### config.mk
export PLATFORM = sky130hd
export DESIGN_NAME = mf3_window
export DESIGN_NICKNAME = d
export VERILOG_FILES = /design/src/rtl/max_filter_3x3_assert.svh /design/src/rtl/mf3_pkg.sv /design/src/rtl/mf3_window.sv
export SDC_FILE = /design/constraint.sdc
export NUM_CORES = 1
export LEC_CHECK = 0
export BUFFER_PORTS_ARGS = -buffer_cell sky130_fd_sc_hd__buf_2
export CORE_UTILIZATION = 50
export CTS_BUF_LIST = sky130_fd_sc_hd__clkbuf_4 sky130_fd_sc_hd__clkbuf_8
export CTS_CLUSTER_DIAMETER = 40
export DETAILED_ROUTE_END_ITERATION = 10
export PLACE_DENSITY = 0.73
export SYNTH_ARGS = -nofsm -noshare
export SYNTH_HDL_FRONTEND = slang
export SYNTH_SLANG_ARGS = --single-unit
### constraint.sdc
create_clock -name clk -period 11.4 [get_ports clk]
set_input_delay 1.14 -clock clk [delete_from_list [all_inputs] [get_ports clk]]
set_output_delay 1.14 -clock clk [all_outputs]
set_load 0.05 [all_outputs]
### src/rtl/max_filter_3x3_assert.svh
// Assertion macros for the 3x3 max filter.
`ifndef MAX_FILTER_3X3_ASSERT_SVH
`define MAX_FILTER_3X3_ASSERT_SVH

// Property checked on every rising edge of clk outside reset.
`define MF3_ASSERT(lbl, prop, msg) \
  lbl: assert property (@(posedge clk) disable iff (rst) (prop)) \
    else $error(msg);

// Condition that must never hold.
`define MF3_NEVER(lbl, cond, msg) \
  `MF3_ASSERT(lbl, !(cond), msg)

`endif

### src/rtl/mf3_pkg.sv
// Shared types, constants and helpers for the 3x3 max filter.
package mf3_pkg;

  localparam int MAX_SIDE_DEF = 1024;
  localparam int SIDE_MIN     = 3;
  localparam int PIX_W        = 8;
  localparam int CFG_W        = 11;
  localparam int APB_DW       = 32;
  localparam int APB_AW       = 3;

  localparam logic [CFG_W-1:0] SIDE_RESET     = CFG_W'(1024);
  localparam logic [0:0]       REG_IMAGE_SIDE = 1'b0;

  typedef logic [PIX_W-1:0] pix_t;

  // Per-pixel position flags, carried with the pixel into the compute stage.
  typedef struct packed {
    logic r_ge1;
    logic r_ge2;
    logic emit;
    logic last;
  } mf3_ctl_t;

  function automatic pix_t mf3_max8(input pix_t a, input pix_t b);
    return (a > b) ? a : b;
  endfunction

endpackage

### src/rtl/mf3_window.sv
// Compute stage: column max, two-column history, window max and result register.
module mf3_window import mf3_pkg::*; #(
  parameter int MAX_SIDE = MAX_SIDE_DEF
) (
  input  logic                        clk,
  input  logic                        rst,
  input  logic                        clear,
  input  logic                        take,
  input  pix_t                        take_pix,
  input  logic [$clog2(MAX_SIDE)-1:0] take_col,
  input  mf3_ctl_t                    take_ctl,
  input  pix_t                        up_rd,
  input  pix_t                        mid_rd,
  output logic                        busy,
  output logic                        wr_en,
  output logic [$clog2(MAX_SIDE)-1:0] wr_addr,
  output pix_t                        up_wdata,
  output pix_t                        mid_wdata,
  output logic                        out_valid,
  input  logic                        out_stall,
  output pix_t                        window_max,
  output logic                        frame_last
);

  localparam int AW = $clog2(MAX_SIDE);

  logic          s1_valid;
  pix_t          s1_pix;
  logic [AW-1:0] s1_col;
  mf3_ctl_t      s1_ctl;
  logic          s1_go;
  pix_t          hist0;
  pix_t          hist1;
  pix_t          up;
  pix_t          mid;
  pix_t          colmax;
  pix_t          win;

  assign s1_go = s1_valid && (!s1_ctl.emit || !out_valid || !out_stall);
  assign busy  = s1_valid && !s1_go;

  assign up     = s1_ctl.r_ge2 ? up_rd : '0;
  assign mid    = s1_ctl.r_ge1 ? mid_rd : '0;
  assign colmax = mf3_max8(mf3_max8(up, mid), s1_pix);
  assign win    = mf3_max8(colmax, mf3_max8(hist0, hist1));

  assign wr_en     = s1_go;
  assign wr_addr   = s1_col;
  assign up_wdata  = mid;
  assign mid_wdata = s1_pix;

  always_ff @(posedge clk) begin
    if (rst) begin
      s1_valid <= 1'b0;
    end else if (take) begin
      s1_valid <= 1'b1;
    end else if (s1_go) begin
      s1_valid <= 1'b0;
    end
  end

  always_ff @(posedge clk) begin
    if (take) begin
      s1_pix <= take_pix;
      s1_col <= take_col;
      s1_ctl <= take_ctl;
    end
  end

  always_ff @(posedge clk) begin
    if (rst || clear) begin
      hist0 <= '0;
      hist1 <= '0;
    end else if (s1_go) begin
      hist1 <= hist0;
      hist0 <= colmax;
    end
  end

  always_ff @(posedge clk) begin
    if (rst) begin
      out_valid <= 1'b0;
    end else if (s1_go && s1_ctl.emit) begin
      out_valid <= 1'b1;
    end else if (!out_stall) begin
      out_valid <= 1'b0;
    end
  end

  always_ff @(posedge clk) begin
    if (s1_go && s1_ctl.emit) begin
      window_max <= win;
      frame_last <= s1_ctl.last;
    end
  end

endmodule

==> impl.org <==
** Clock network
- Clock network latency to the later pin of the worst-skew pair :: between 0.3 and 0.4 ns
- The tree is rooted in a clkbuf_8.
- The longest clock path from root to sink contains 2 buffers.
- Clock-pin slew on the worst setup and hold paths :: roughly 0.10 ns
- Post-CTS Setup Inserts :: 0
- Number of levels in the clock H-tree :: 2
- CTS tree :: done
- Post_cts resized :: 0
- Clk sinks :: between 40 and 50
- Number of CTS-inserted buffers :: 5
- For this design, the CTS-stage hold fixing added 0 buffers.

** Power
- In this run the static leakage power is approximately 1.7 nW.
- Total Power Consumption :: 504 uW
- Dividing total power by cell area gives a power density of about 140 nW/um^2.
- Peak supply drop :: 0.103 mV

** Status
- Result of the run :: complete, no violations

** Routing
- For this run, design rule violations remaining after detail routing come to 0.
- The first TritonRoute pass finished after 4 iterations.
- After detailed routing, the number of vias per cell comes to 5.32.
- Total detailed-routing wirelength :: 6640 um
- In this run, the number of DRC markers left after iteration 0 of detailed routing was 73.
- Routed via count :: ~2,500
- Detailed-route wire length per cell :: 14.4 um
- Remaining antenna violation count after routing :: 0

** Final layout
- Registers take 1290 um^2.
- The net count of the finished layout is 460.
- Cells fill approximately three fifths of the core in the end.
- After filler insertion, the fill cell instance count of the layout stands at roughly 520.
- Most frequent standard cell in the layout excluding fill and tap cells :: buf_2
- The library cells used most frequently in the layout, excluding fill and tap cells, are buf_2, ha_1, inv_1, edfxtp_1, nand2_1.
- Cells with a size suffix above 1 make up 33.2% of the layout.
- Diode insertion count for antenna repair :: 0
- The area growth from synthesis to layout is 16.9%.
- Summing all multi-input logic gate instances after layout gives 1650 um^2.

** Global routing
- The number of global-route vias before repair is between 2,000 and 2,500.
- For this run the aggregate overflow at the end of global routing stands at 0.
- Total global routing track utilization :: approximately a fifth
- Initial antenna violation count :: 0
- The first global-routing pass estimated roughly 10,000 um of wire.
- Entering global routing, the biggest net connects 24 pins.

** Die
- Overall die height :: roughly 80 um
- Die extent in x :: 81.1 um
- The core region is between 5000 and 6000 um^2.
- Once the floorplan was initialized, standard cells occupied 52.2% of the core.
- The floorplan step defined a die boundary enclosing about 6600 um^2.
- For this design the top-level I/O count stands at 81.
- Std cell rows :: 28

** Setup path
- Standard cell with the maximum stage delay on the critical path :: nor4bb_1
- The setup path with the least slack is of type input port to flip-flop.
- Count of buffer and inverter cells on the critical path :: 2
- Crit-path leading delay family :: simple AND/OR/NAND/NOR gates
- Critical path endpoint category :: flip-flop
- Biggest cell delay along the critical path :: between 0.9 and 1 ns
- Arrival time of data at the critical path endpoint :: between 7 and 8 ns
- Library cell appearing most often on the critical path :: ha_1
- Chain of cells forming the critical path :: buf_2 -> and2_1 -> ha_1 -> and4_1 -> a211oi_2 -> nor3_1 -> or2_2 -> ha_1 -> a211oi_2 -> nor2_2 -> nor4bb_1 -> or2_1 -> o31ai_1 -> inv_1 -> ha_1 -> a21oi_1 -> o21ai_0 -> mux2i_1 -> nor2_1 -> mux2i_1
- Highest fanout seen on the critical path :: 16
- Required time worst endpoint :: 11.42 ns
- CP startpoint kind :: input port

** Yosys
- Most frequently used flop master after synthesis :: edfxtp_1
- Counting flops with an async set or reset pin after synthesis yields a share of 0%.
- Mapped Nets :: about 380
- Summed instance area of the synthesized netlist :: about 3100 um^2
- Yosys printed 0 warnings.
- Sequential elements use 41.3% of the synthesized area.
- The top cell type by area accounts for between 20 and 30% of the synthesized area.
- Synthesis produced a netlist whose cell count is ~310.
- The synthesized design contains 31 enable-type register cells.
- Of all cell types, the one taking the most synthesized area is edfxtp_1.
- Yosys attributes the largest share of cell area to edfxtp_1, ha_1, dfxtp_1, mux2i_1, o31ai_2.
- In this run, distinct cell masters in the synthesized netlist total between 40 and 50.
- In this run, synthesis produced a sequential element count of approximately 50.
- Per-instance average area after synthesis :: 10.2 um^2

** Timing
- Part of the cycle the worst path needs :: 64.6%
- Unrepaired setup endpoints after global routing :: false
- Max Fclk :: roughly 0.14 GHz
- Final setup fails :: 0
- Final Skew :: about 0.0053 ns
- Actual slew at the worst max-slew pin :: about 1.2 ns
- The worst pin sits at a relative slew slack of between 20% and 30%.
- Number of pins exceeding their max-slew limit in the final report :: 0
- Period minus WS final :: ~7.4 ns
- After routing, the total negative slack on setup checks comes to 0 ns.
- Final hold violation count :: 0

** Flow run
- The tool flagged a number of max-cap violations equal to 0.

** Hold path
- Hold Path Class :: flip-flop to flip-flop

** Placement
- Half-perimeter wire length after detailed placement :: roughly 5400 um
- Routability-driven placement finished with a final weighted congestion of 0.843.
- Input and output buffers added on the ports amount to 80.
synthesized netlist by cell type, types with 2 or more instances:
master    count
o21ba_2       2
o21a_1        7
o21ai_1       2
nor2_1       14
ha_1         32
and2_1        9
mux2i_1      17
nand2_1      28
nor2b_1       5
nand4_1       6
or2_2         8
inv_1        31
nor3_1        4
clkbuf_1      2
a21oi_1      18
o31ai_2      11
o31ai_1       5
a211oi_2      2
edfxtp_1     31
nor3_2       11
buf_4         2
dfxtp_1      18
nand3_1      10
and4_1        2
o211ai_1      2
o21ai_0      10
power breakdown:
part	internal, mW	switching, mW	total, mW
Sequential	0.203	0.00682	0.210
Clock	0.0457	0.0642	0.110
Combinational	0.0655	0.119	0.184
Total	0.314	0.190	0.504
cells by family after synthesis:
family / count (synthesis) / share of synthesized area, %
AO/OA/AOI/OAI: 65 / 16.1
buffers and inverters: 40 / 5.84
flip-flops: 49 / 41.3
adder cells (fa/ha/maj): 32 / 12.8
multiplexers: 17 / 5.44
AND/OR/NAND/NOR: 103 / 18.5
worst reg2reg max path: stages (launching register included):
cell      delay, ns
edfxtp_1       0.52
nand2_1        0.17
ha_1           0.35
nand4_1        0.17
a211oi_2       0.92
nor3_1         0.20
or2_2          0.36
ha_1           0.30
a211oi_2       0.25
nor2_2         0.09
nor4bb_1       0.97
or2_1          0.69
o31ai_1        0.21
inv_1          0.10
ha_1           0.16
a21oi_1        0.07
o21ai_0        0.22
mux2i_1        0.11
nor2_1         0.66
mux2i_1        0.22
final timing paths:
| kind | from | endpoint | slack (ns) | cells after the start |
|---|---|---|---|---|
| hold reg to reg | s1_ctl[0]$_DFFE_PP_ | frame_last$_DFFE_PP_ | 0.43 | 0 |
| setup reg to reg | s1_ctl[3]$_DFFE_PP_ | window_max[1]$_DFFE_PP_ | 4.38 | 19 |
| setup / recovery | up_rd[3] | window_max[1]$_DFFE_PP_ | 4.03 | 20 |
| hold / removal | s1_ctl[0]$_DFFE_PP_ | frame_last$_DFFE_PP_ | 0.43 | 0 |
cell type report:
class                           count  area share, %
Clock buffer                        5           1.88
Clock inverter                      3          0.719
Inverter                           32           3.29
Multi-Input combinational cell    217           45.2
Sequential cell                    49           35.4
Tap cell                           75           2.57
Timing Repair Buffer               80           11.0
state kept, by name (all words and copies together) (netlist names):
| signal | cells |
|---|---|
| frame_last | 1 |
| hist0 | 8 |
| hist1 | 8 |
| mid_wdata | 8 |
| out_valid | 1 |
| s1_ctl | 4 |
| s1_valid | 1 |
| window_max | 8 |
| wr_addr | 10 |
stage by stage:
| stage | area (um^2) | worst slack (ns) | hold WS, ns | instances |
|---|---|---|---|---|
| floorplan | 3130 | 5.25 | 0.400 | 306 |
| global placement | 3560 | 4.04 | 0.410 | 453 |
| detailed placement | 3560 | 3.80 | 0.410 | 453 |
| CTS | 3650 | 4.12 | 0.443 | 461 |
| global route | 3650 | 3.59 | 0.451 | 461 |
| finish | 3650 | 4.03 | 0.431 | 461 |
routing by layer:
metal  wire, um  up-vias  global-route usage [%]  share of wire [%]
met5          0        -                       0                  0
met4         14        0                    3.21               0.21
met3        266        2                    4.61                4.0
met2       3350       52                    37.5                 50
met1       3010     1140                    26.6                 45
li1           -     1259                       -                  -
No activity file was read; power rests on OpenSTA's default activity.
